### src/hdl/aprt_pkg.sv
package aprt_pkg;

  // Width of every tick quantity
  localparam int unsigned TICK_BITS = 20;

  typedef logic [TICK_BITS-1:0] tick_t;

  // Configuration port
  localparam int unsigned CFG_DATA_BITS = 32;
  localparam int unsigned CFG_ADDR_BITS = 3;

  typedef enum logic {
    REG_LIMIT_FLOOR   = 1'b0,
    REG_LIMIT_CEILING = 1'b1
  } reg_idx_t;

  // Item opcodes
  typedef enum logic [1:0] {
    OP_TICK      = 2'd0,
    OP_ACTIVATE  = 2'd1,
    OP_SET_LIMIT = 2'd2,
    OP_STOP_MON  = 2'd3
  } op_t;

  // Run status codes
  typedef enum logic [1:0] {
    ST_IDLE      = 2'd0,
    ST_OBSERVING = 2'd1,
    ST_OVERFLOW  = 2'd2,
    ST_IMMEDIATE = 2'd3
  } status_t;

  // Reset values
  localparam tick_t FLOOR_RESET   = tick_t'(1000);
  localparam tick_t CEILING_RESET = tick_t'(300000);
  localparam tick_t LIMIT_RESET   = tick_t'(30000);

endpackage

### src/hdl/adaptive_pump_run_timer_core.sv
// Adaptive pump run timer.
// Input channel: in_valid / in_stall carrying in_opcode (tick, activate,
// set limit, stop monitoring), in_amount and in_sensor_wet. Each beat gives
// exactly one result beat on out_valid / out_stall: pump drive, run status,
// the adaptive limit, the last run length and the finished / rejected flags.
// Latency: the result of a beat accepted at one edge is presented from the
// next cycle on, held in the output register.
// Throughput: one beat per cycle while the receiver does not stall; the whole
// state update is one pass of constant shifts, adds and compares between the
// state registers and the output register.
// When the receiver stalls, the result holds and in_stall rises until the
// result is taken; an unstalled output frees the input in the same cycle.
// Reset (rst_n low, synchronous): pump off, status idle, monitoring off,
// limit 30000 ticks, last run 0, floor 1000, ceiling 300000, no result.
// The APB port (psel..pready) writes floor at address 0, ceiling at address 4;
// the user must write it only while the block is idle; it is not enforced.
module adaptive_pump_run_timer_core (
  input  logic                               clk,
  input  logic                               rst_n,
  // input channel
  input  logic                               in_valid,
  output logic                               in_stall,
  input  logic [1:0]                         in_opcode,
  input  aprt_pkg::tick_t                    in_amount,
  input  logic                               in_sensor_wet,
  // result channel
  output logic                               out_valid,
  input  logic                               out_stall,
  output logic                               out_pump_on,
  output logic [1:0]                         out_run_status,
  output aprt_pkg::tick_t                    out_current_limit,
  output aprt_pkg::tick_t                    out_last_run_ticks,
  output logic                               out_run_finished,
  output logic                               out_rejected,
  // configuration port
  input  logic                               psel,
  input  logic                               penable,
  input  logic                               pwrite,
  input  logic [aprt_pkg::CFG_ADDR_BITS-1:0] paddr,
  input  logic [aprt_pkg::CFG_DATA_BITS-1:0] pwdata,
  output logic [aprt_pkg::CFG_DATA_BITS-1:0] prdata,
  output logic                               pready
);
  import aprt_pkg::*;

  // Configuration registers
  tick_t floor_r, ceiling_r;
  logic  cfg_wr;
  reg_idx_t cfg_idx;

  // Run state
  status_t status_r, status_nxt;
  logic    mon_r, mon_nxt;
  logic    pumping_r, pumping_nxt;
  tick_t   elapsed_r, elapsed_nxt;
  tick_t   target_r, target_nxt;
  tick_t   limit_r, limit_nxt;
  tick_t   prev_r, prev_nxt;
  logic    finished_nxt, rejected_nxt;

  // Output register
  logic    out_valid_r;
  logic    pump_on_r, finished_r, rejected_r;
  status_t out_status_r;
  tick_t   out_limit_r, out_prev_r;

  logic in_accept, out_take;
  op_t  op;

  // Limit adaptation terms
  logic [TICK_BITS+3:0] prev_wide, prev_x15;
  tick_t                shrunk;
  logic [TICK_BITS:0]   grown;
  tick_t                adapted;

  assign pready = 1'b1;
  assign cfg_wr = psel && penable && pwrite;
  assign cfg_idx = reg_idx_t'(paddr[2]);
  assign prdata = (cfg_idx == REG_LIMIT_CEILING)
                  ? {{(CFG_DATA_BITS-TICK_BITS){1'b0}}, ceiling_r}
                  : {{(CFG_DATA_BITS-TICK_BITS){1'b0}}, floor_r};

  // Write the bound registers
  always_ff @(posedge clk) begin
    if (!rst_n) begin
      floor_r   <= FLOOR_RESET;
      ceiling_r <= CEILING_RESET;
    end else if (cfg_wr) begin
      case (cfg_idx)
        REG_LIMIT_FLOOR:   floor_r   <= pwdata[TICK_BITS-1:0];
        REG_LIMIT_CEILING: ceiling_r <= pwdata[TICK_BITS-1:0];
        default: ;
      endcase
    end
  end

  // Handshake: the output register frees as it is taken
  assign out_take  = out_valid_r && !out_stall;
  assign in_stall  = out_valid_r && out_stall;
  assign in_accept = in_valid && !in_stall;
  assign op        = op_t'(in_opcode);

  // Adapt the limit from the previous run: 15/16 after overflow, +1/32 after a full run
  assign prev_wide = {4'b0000, prev_r};
  assign prev_x15  = (prev_wide << 4) - prev_wide;
  assign shrunk    = prev_x15[TICK_BITS+3:4];
  assign grown     = {1'b0, limit_r} + {6'b000000, limit_r[TICK_BITS-1:5]};

  always_comb begin
    adapted = limit_r;
    if (status_r == ST_OVERFLOW) begin
      adapted = (shrunk < floor_r) ? floor_r : shrunk;
    end else if (status_r == ST_OBSERVING && prev_r >= limit_r) begin
      adapted = (grown > {1'b0, ceiling_r}) ? ceiling_r : grown[TICK_BITS-1:0];
    end
  end

  // Next state for one item
  always_comb begin
    status_nxt   = status_r;
    mon_nxt      = mon_r;
    pumping_nxt  = pumping_r;
    elapsed_nxt  = elapsed_r;
    target_nxt   = target_r;
    limit_nxt    = limit_r;
    prev_nxt     = prev_r;
    finished_nxt = 1'b0;
    rejected_nxt = 1'b0;

    if (op == OP_ACTIVATE && !pumping_r) begin
      // Start a run, or report an immediate overflow
      limit_nxt  = adapted;
      target_nxt = (in_amount < adapted) ? in_amount : adapted;
      if (in_sensor_wet) begin
        status_nxt = ST_IMMEDIATE;
        mon_nxt    = 1'b0;
      end else begin
        status_nxt  = ST_OBSERVING;
        mon_nxt     = 1'b1;
        elapsed_nxt = '0;
        if (target_nxt == '0) begin
          prev_nxt     = '0;
          finished_nxt = 1'b1;
        end else begin
          pumping_nxt = 1'b1;
        end
      end
    end else begin
      // Overflow check comes before the item's own action
      if (mon_r && in_sensor_wet) begin
        status_nxt = ST_OVERFLOW;
        mon_nxt    = 1'b0;
        if (pumping_r) begin
          pumping_nxt  = 1'b0;
          prev_nxt     = elapsed_r;
          finished_nxt = 1'b1;
        end
      end
      case (op)
        OP_TICK: begin
          if (pumping_nxt) begin
            elapsed_nxt = elapsed_r + tick_t'(1);
            if (elapsed_nxt >= target_r) begin
              pumping_nxt  = 1'b0;
              prev_nxt     = elapsed_nxt;
              finished_nxt = 1'b1;
            end
          end
        end
        OP_ACTIVATE: rejected_nxt = 1'b1;
        OP_SET_LIMIT: begin
          if (in_amount > ceiling_r) begin
            limit_nxt = ceiling_r;
          end else if (in_amount < floor_r) begin
            limit_nxt = floor_r;
          end else begin
            limit_nxt = in_amount;
          end
        end
        OP_STOP_MON: mon_nxt = 1'b0;
        default: ;
      endcase
    end
  end

  // Hold the run state; advance it on each accepted beat
  always_ff @(posedge clk) begin
    if (!rst_n) begin
      status_r  <= ST_IDLE;
      mon_r     <= 1'b0;
      pumping_r <= 1'b0;
      elapsed_r <= '0;
      target_r  <= '0;
      limit_r   <= LIMIT_RESET;
      prev_r    <= '0;
    end else if (in_accept) begin
      status_r  <= status_nxt;
      mon_r     <= mon_nxt;
      pumping_r <= pumping_nxt;
      elapsed_r <= elapsed_nxt;
      target_r  <= target_nxt;
      limit_r   <= limit_nxt;
      prev_r    <= prev_nxt;
    end
  end

  // Result register
  always_ff @(posedge clk) begin
    if (!rst_n) begin
      out_valid_r <= 1'b0;
    end else if (in_accept) begin
      out_valid_r <= 1'b1;
    end else if (out_take) begin
      out_valid_r <= 1'b0;
    end
  end

  always_ff @(posedge clk) begin
    if (in_accept) begin
      pump_on_r    <= pumping_nxt;
      out_status_r <= status_nxt;
      out_limit_r  <= limit_nxt;
      out_prev_r   <= prev_nxt;
      finished_r   <= finished_nxt;
      rejected_r   <= rejected_nxt;
    end
  end

  assign out_valid          = out_valid_r;
  assign out_pump_on        = pump_on_r;
  assign out_run_status     = out_status_r;
  assign out_current_limit  = out_limit_r;
  assign out_last_run_ticks = out_prev_r;
  assign out_run_finished   = finished_r;
  assign out_rejected       = rejected_r;

  // A running pump has always some ticks left to go
  a_run_not_done: assert property (@(posedge clk) disable iff (!rst_n)
    pumping_r |-> (elapsed_r < target_r))
    else $error("pump running with elapsed ticks at or past target");

  // Monitoring is on only while observing
  a_mon_observing: assert property (@(posedge clk) disable iff (!rst_n)
    mon_r |-> (status_r == ST_OBSERVING))
    else $error("monitoring on outside observing status");

  // Activate during a run is reported as rejected
  a_reject: assert property (@(posedge clk) disable iff (!rst_n)
    (in_accept && op == OP_ACTIVATE && pumping_r) |=> (out_valid_r && rejected_r))
    else $error("activate while pumping not rejected");

  // A finished run leaves the pump off
  a_finish_off: assert property (@(posedge clk) disable iff (!rst_n)
    (out_valid_r && finished_r) |-> !pump_on_r)
    else $error("run finished with pump still on");

endmodule

### config.mk
export PLATFORM = sky130hd
export DESIGN_NAME = adaptive_pump_run_timer_core
export DESIGN_NICKNAME = d
export VERILOG_FILES = /design/src/hdl/aprt_pkg.sv /design/src/hdl/adaptive_pump_run_timer_core.sv
export SDC_FILE = /design/constraint.sdc
export NUM_CORES = 1
export LEC_CHECK = 0
export BUFFER_PORTS_ARGS = -buffer_cell sky130_fd_sc_hd__buf_4
export CAP_MARGIN = 25
export CELL_PAD_IN_SITES_DETAIL_PLACEMENT = 0
export CELL_PAD_IN_SITES_GLOBAL_PLACEMENT = 1
export CORE_UTILIZATION = 40
export DETAILED_ROUTE_END_ITERATION = 8
export MAX_ROUTING_LAYER = met4
export PLACE_DENSITY_LB_ADDON = 0.1
export RECOVER_POWER = 25
export SYNTH_ARGS = -nofsm -noshare
export SYNTH_HDL_FRONTEND = slang
export SYNTH_SLANG_ARGS = --single-unit
### constraint.sdc
create_clock -name clk -period 9.1 [get_ports clk]
set_input_delay 1.82 -clock clk [delete_from_list [all_inputs] [get_ports clk]]
set_output_delay 1.82 -clock clk [all_outputs]
set_load 0.01 [all_outputs]
==> results of run 1 <==
-- logic make-up (layout without fill, tap and decap cells) --
| kind of cell | Yosys count | after routing | share of synthesized area |
|---|---|---|---|
| mux | 31 | 31 | 0.02230 |
| flops | 170 | 170 | 0.2693 |
| simple gates | 598 | 598 | 0.1952 |
| xor+xnor | 49 | 49 | 0.03000 |
| compound gates | 564 | 564 | 0.2678 |
| fa+ha+maj | 170 | 170 | 0.1492 |
| buf+inv | 229 | 343 | 0.06568 |
| other cells | 2 | 14 | 0.0005249 |
-- synthesized netlist by cell type, types with 6 or more instances --
cell type,count
nand2_1,267
ha_1,169
o21ai_0,154
inv_1,127
dfxtp_1,125
nor2_1,99
a21oi_1,82
clkbuf_1,77
nand3_1,55
o211ai_1,49
a21boi_0,46
edfxtp_1,45
a21o_1,44
and3_1,26
nor3_1,25
xnor2_1,25
mux2i_1,24
xor2_1,24
a211oi_1,23
nor2b_1,21
and2_1,20
nand4_1,20
nand2b_1,16
o31ai_1,15
a22o_1,14
o22ai_1,14
buf_4,13
o211a_1,12
nor4_1,10
o21a_1,10
a31oi_1,9
o221ai_1,9
a2111oi_0,7
a22oi_1,7
and4_1,7
mux2_2,7
or2_2,7
a221oi_1,6
o2bb2ai_1,6
-- path summary, 6_finish.rpt --
path                           endpoint  slack [ps]
hold reg to reg             floor_r[10]         480
setup / recovery  out_last_run_ticks[0]         550
hold / removal              floor_r[10]         480
setup reg to reg  out_last_run_ticks[0]         550
-- final cells by class --
| cell class | instances | area [sq um] | area share |
|---|---|---|---|
| sequential | 170 | 3854 | 0.2362 |
| multi-input combinational | 1425 | 9567 | 0.5864 |
| clock inverter | 14 | 180.2 | 0.01104 |
| clock buffer | 18 | 439.2 | 0.02692 |
| inverter | 127 | 476.7 | 0.02922 |
| antenna | 1 | 2.502 | 0.0001534 |
| tap | 455 | 569.3 | 0.03489 |
| timing repair buffer | 184 | 1227 | 0.07523 |
-- critical path: cells and delay by family, from the launching register on --
family | cells | cell delay, ps
flops | 1 | 490
buf+inv | 2 | 270
simple gates | 12 | 2720
compound gates | 16 | 3940
fa+ha+maj | 3 | 860
-- metal layers --
metal | vias up | share of wire
met4 | 0 | 0.032
li1 | 6804 | -
met2 | 688 | 0.42
met1 | 6989 | 0.46
met5 | - | 0
met3 | 107 | 0.091
-- state kept, by name (all words and copies together), names as in the netlist --
| register | cells |
|---|---|
| out_run_finished | 1 |
| out_current_limit | 20 |
| out_last_run_ticks | 20 |
| mon_r | 1 |
| out_rejected | 1 |
| limit_r | 20 |
| target_r | 20 |
| out_valid | 1 |
| out_pump_on | 1 |
| status_r | 2 |
| out_run_status | 2 |
| elapsed_r | 20 |
| ceiling_r | 20 |
| pumping_r | 1 |
| prev_r | 20 |
| floor_r | 20 |
-- cell usage in the layout (no fill, tap or decap), types with 24 or more instances in the layout --
cell      instances
a21boi_0         46
a21o_1           44
a21oi_1          82
and3_1           26
buf_4           129
clkbuf_1         50
dfxtp_1         125
edfxtp_1         45
ha_1            169
inv_1           126
mux2i_1          24
nand2_1         267
nand3_1          55
nor2_1           97
nor3_1           25
o211ai_1         49
o21ai_0         154
xnor2_1          25
xor2_1           24
-- power by group through the flow --
stage / combinational, W / sequential [W] / clock [W]
CTS: 0.000866 / 0.000845 / 0.000805
finish: 0.000878 / 0.000846 / 0.000793
floorplan: 0.000530 / 0.000856 / 0
global route: 0.000945 / 0.000848 / 0.000830
global placement: 0.000854 / 0.000862 / 0
detailed placement: 0.000860 / 0.000863 / 0
-- through the flow --
| step | setup WS (ps) | utilization |
|---|---|---|
| 6_report | 550.9 | 0.4677 |
| 3_3_place_gp | 808.0 | 0.4538 |
| 5_1_grt | 34.37 | 0.4677 |
| 4_1_cts | 695.0 | 0.4726 |
| 2_1_floorplan | 1909 | - |
| 3_5_place_dp | 725.5 | 0.4549 |
==> results.json, run 1 <==
{
  "core_sq_mm": 0.03488,
  "drive_above_1_share": 0.1078,
  "power.leakage_nw": 7.032,
  "peakVddDrop_mv": 0.1452,
  "cts_buffer_depth": 2,
  "numClockSinks": 170,
  "fin_area_sq_mm": 0.01632,
  "synthArstFlopShare": 0,
  "antenna_found_initial": 1,
  "gr-total-overflow": 0,
  "viasPerCell": 6.094,
  "end_kind": "register",
  "start_util": 0.4102,
  "p_int_w": 0.001527,
  "grt_use_met1": 0.4859,
  "worstHoldStart": "floor_r[10]",
  "ant_nets": 0,
  "critical_path.slowest_cell": "a221oi_1",
  "worstPathArrival_ps": 8750,
  "cellPowerDensity_mw_per_mm2": 154.3,
  "violations": "max-capacitance violations, max-slew violations",
  "gp_congestion": 1.032,
  "gr-usage-met3": 0.06205,
  "cts-root-buf": "clkbuf_16",
  "final.period_utilization": 0.9395,
  "p_clk_frac": 0.315,
  "grt_max_degree": 74,
  "rows": 68,
  "yosysTopAreaCell": "dfxtp_1",
  "maxSlewHeadroom": -1.228,
  "status": "finished with violations",
  "seq_area_frac_synth": 0.2693,
  "slew_violations": 172,
  "synth-seq-cells": 170,
  "critPathLaunchType": "register",
  "reg2reg_from": "prev_r[8]",
  "routed_wl_mm": 60.58,
  "routedWlPerCell_um": 25.31,
  "hold_depth": 2,
  "power_frac_comb": 0.349,
  "rsz0062_at_grt": "false",
  "setup-tns-final_ps": 0,
  "insertion_delay_ps": 470,
  "grt_util_all_layers": 0.3432,
  "synth_top_flop_cell": "dfxtp_1",
  "p_sw_frac": 0.3933,
  "max_cap_viol_count": 3,
  "nets": 2160,
  "numCtsBuffers": 17,
  "holdWs_ps": 479.3,
  "clkTransAtPathRegs_ps": 80,
  "top_usage_layer": "met1",
  "cts_tree": "done",
  "holdCritPathClass": "register to register",
  "cts_setup_buffers": 0,
  "hold_viol_final": 0,
  "crit_start": "prev_r[8]",
  "drc": 0,
  "h-tree-depth": 4,
  "path_common_cell": "a21oi_1",
  "power_switching_w": 0.0009899,
  "worst_pin_slew_ps": 3342,
  "crit_required_ps": 9300,
  "fillers": 3564,
  "placed_cells": 2360,
  "grt_first_pass_wirelength_mm": 88.57,
  "syn-mean-instance-area_sq_um": 7.892,
  "fin_crit_ps": 8549,
  "initialDrtViolationCount": 1557,
  "yosysWarnings": 0,
  "synth_top_area_share": 0.1749,
  "synth_area_leaders": "dfxtp_1 (17%), ha_1 (15%), edfxtp_1 (9.4%)",
  "chipWidth_um": 191.1,
  "worstSetupPathType": "register to register",
  "syn2layout_area_growth_pct": 14.04,
  "dieArea_sq_mm": 0.03653,
  "dpl-instance-area_sq_mm": 0.01587,
  "synth_edf_count": 45,
  "fin_skew_ps": 15.92,
  "ios": 145,
  "portBuffers": 117,
  "finalSetupViolCount": 0,
  "path_max_fanout": 22,
  "mappedNetlistArea_sq_mm": 0.01431,
  "sequentialPowerShare": 0.336,
  "final_cell_count_no_fill": 2394,
  "grt_pass1_vias": 13420,
  "reg2reg_depth": 33,
  "grtUsageMet2": 0.4858,
  "cts_hold_buf": 0,
  "die_y_um": 191.1,
  "syn_inst": 1813,
  "totalPowerFinal_w": 0.002517,
  "dr.pass1.iters": 7,
  "max_freq_ghz": 0.1170,
  "critPathMaxStageDelay_ps": 550,
  "cts_resized": 0,
  "synth.distinct_cells": 90,
  "place_hpwl_mm": 47.73,
  "vias": 14590
}
Note: power is estimated with default switching activity, not from simulation.
==> inputs of run 2 (changes only) <==
--- a/config.mk
+++ b/config.mk
@@ -11,6 +11,7 @@
 export CELL_PAD_IN_SITES_GLOBAL_PLACEMENT = 1
 export CORE_UTILIZATION = 40
 export DETAILED_ROUTE_END_ITERATION = 8
+export GPL_TIMING_DRIVEN = 0
 export MAX_ROUTING_LAYER = met4
 export PLACE_DENSITY_LB_ADDON = 0.1
 export RECOVER_POWER = 25
==> run 2 against run 1 <==
The run now ends clean. Clock power is 4.9% lower. Register-to-register slack worse by 200 ps. Sequential share of layout area is 0.084 points lower. Hold slack worse by 9.9 ps. Sequential power is 1% higher. Combinational power is 4.6% higher. Routed wire length is 8.2% higher. Largest power group unchanged.
==> results.json, run 2 (synthesis gave the netlist of run 1 again) <==
{
  "status": "completed",
  "grt_max_degree": 32,
  "rows": 68,
  "final_cell_count_no_fill": 2436,
  "top_usage_layer": "met2",
  "insertion_delay_ps": 480,
  "worstPathArrival_ps": 8970,
  "grt_use_met1": 0.5194,
  "reg2reg_from": "prev_r[9]",
  "die_y_um": 191.1,
  "h-tree-depth": 4,
  "drive_above_1_share": 0.09252,
  "grtUsageMet2": 0.5241,
  "final_common_cell": "nand2_1",
  "fin_crit_ps": 8752,
  "regArea_sq_mm": 0.003857,
  "multi_input_area_sq_mm": 0.009671,
  "nets": 2200,
  "clkTransAtPathRegs_ps": 70,
  "portBuffers": 114,
  "worstHoldStart": "target_r[1]",
  "viasPerCell": 6.158,
  "path_max_fanout": 10,
  "gr-usage-met3": 0.06187,
  "finalSetupViolCount": 0,
  "cellPowerDensity_mw_per_mm2": 154.1,
  "crit_required_ps": 9320,
  "cts-root-buf": "clkbuf_16",
  "numCtsBuffers": 17,
  "vias": 15000,
  "fin_skew_ps": 22.37,
  "routedWlPerCell_um": 26.91,
  "grt_util_all_layers": 0.3703,
  "layout_common_cells": "nand2_1 (267), ha_1 (169), o21ai_0 (152)",
  "reg2reg_slack_ps": 350,
  "dieArea_sq_mm": 0.03653,
  "ant_nets": 0,
  "routed_wl_mm": 65.56,
  "grt_first_pass_wirelength_mm": 93.92,
  "worst_pin_slew_ps": 1132,
  "holdCritPathClass": "register to register",
  "critical_path.slowest_cell": "a211oi_2",
  "peakVddDrop_mv": 0.1371,
  "cts_hold_buf": 0,
  "hold_viol_final": 0,
  "place_hpwl_mm": 53.27,
  "chipWidth_um": 191.1,
  "power.leakage_nw": 6.951,
  "cts_tree": "done",
  "fillers": 3673,
  "dr.pass1.iters": 5,
  "ios": 145,
  "end_kind": "register",
  "max_freq_ghz": 0.1143,
  "grt_pass1_vias": 13840,
  "initialDrtViolationCount": 1578,
  "critPathLaunchType": "register",
  "numClockSinks": 170,
  "min_to": "target_r[1]",
  "placed_cells": 2396,
  "slew_violations": 0,
  "critPathMaxStageDelay_ps": 590,
  "maxSlewHeadroom": 0.2450,
  "setup-tns-final_ps": 0,
  "gr-total-overflow": 0,
  "final.period_utilization": 0.9618,
  "start_util": 0.4102,
  "max_cap_viol_count": 0,
  "antenna_found_initial": 4,
  "reg2reg_depth": 33,
  "gp_congestion": 1.085,
  "worstSetupPathType": "register to register",
  "rr_endpoint": "out_last_run_ticks[0]",
  "hold_depth": 2,
  "cts_buffer_depth": 2,
  "drc": 0,
  "syn2layout_area_growth_pct": 14.55,
  "core_sq_mm": 0.03488
}
run 2: cell types whose count changed in the layout (fill, tap and decap cells not counted), moves of 3 or more:
| cell | before | now |
|---|---|---|
| dfxtp_2 | 0 | 3 |
| a221oi_4 | 0 | 3 |
| inv_8 | 3 | 0 |
| buf_4 | 129 | 85 |
| clkinv_8 | 4 | 0 |
| dfxtp_1 | 125 | 122 |
| clkbuf_2 | 0 | 3 |
| buf_1 | 0 | 5 |
| clkinv_2 | 0 | 4 |
| buf_2 | 0 | 5 |
| clkbuf_1 | 50 | 122 |
run 2: layout make-up:
| cell class | count | area share |
|---|---|---|
| plain buffers | 101 | 0.02825 |
| well taps | 455 | 0.03474 |
| flip-flops and latches | 170 | 0.2354 |
| clock buffers | 22 | 0.03031 |
| multi-input cells | 1425 | 0.5900 |
| inverters | 127 | 0.02909 |
| clock inverters | 10 | 0.005344 |
| diodes | 3 | 0.0004580 |
| repair buffers | 123 | 0.04642 |
run 2: power breakdown:
| part | switching [W] | internal, W |
|---|---|---|
| clock network | 0.000338 | 0.000416 |
| registers | 0.0000419 | 0.000813 |
| logic | 0.000601 | 0.000317 |
| total | 0.000981 | 0.00155 |
run 2: worst max-delay path, delay by kind of cell, from the launching register on:
| family | cells | cell delay (ps) |
|---|---|---|
| compound gates | 12 | 3270 |
| fa+ha+maj | 3 | 1120 |
| xor+xnor | 1 | 280 |
| flops | 1 | 480 |
| buf+inv | 5 | 940 |
| simple gates | 12 | 2350 |
run 2: metrics by stage:
step	setup slack [ps]	total power (W)	instance area (sq um)	util	hold WS, ps
final	347.9	0.002526	16390	0.4698	469.4
after global routing	-34.13	0.002625	16390	0.4698	503.7
after CTS	34.18	0.002481	16450	0.4717	469.9
after detailed placement	-1061	0.001725	15810	0.4533	460.5
after global placement	-1213	0.001719	15770	0.4522	456.6
after floorplan	1909	0.001386	14350	-	441.0
run 2: how the worst max path moves through the flow:
| stage | from | depth (start not counted) | end | slack [ps] |
|---|---|---|---|---|
| after detailed placement | limit_r[5] | 34 | out_last_run_ticks[0] | -1060 |
| after CTS | limit_r[5] | 31 | out_last_run_ticks[0] | 30 |
| after global routing | prev_r[8] | 35 | out_last_run_ticks[0] | -30 |
| after global placement | limit_r[5] | 34 | out_last_run_ticks[0] | -1210 |
| final | prev_r[9] | 33 | out_last_run_ticks[0] | 350 |
| after floorplan | prev_r[8] | 35 | out_last_run_ticks[0] | 1910 |
run 2: timing repair:
item                                    CTS  global route
endpoints found under the setup margin   62            42
setup buffers                             0             6
resized for setup                        12            15
pin swaps                                 0             4
run 2: layer usage:
layer	up-vias	part of all wire
met3	145	0.086
li1	6879	-
met2	750	0.42
met4	0	0.038
met5	-	0
met1	7226	0.46
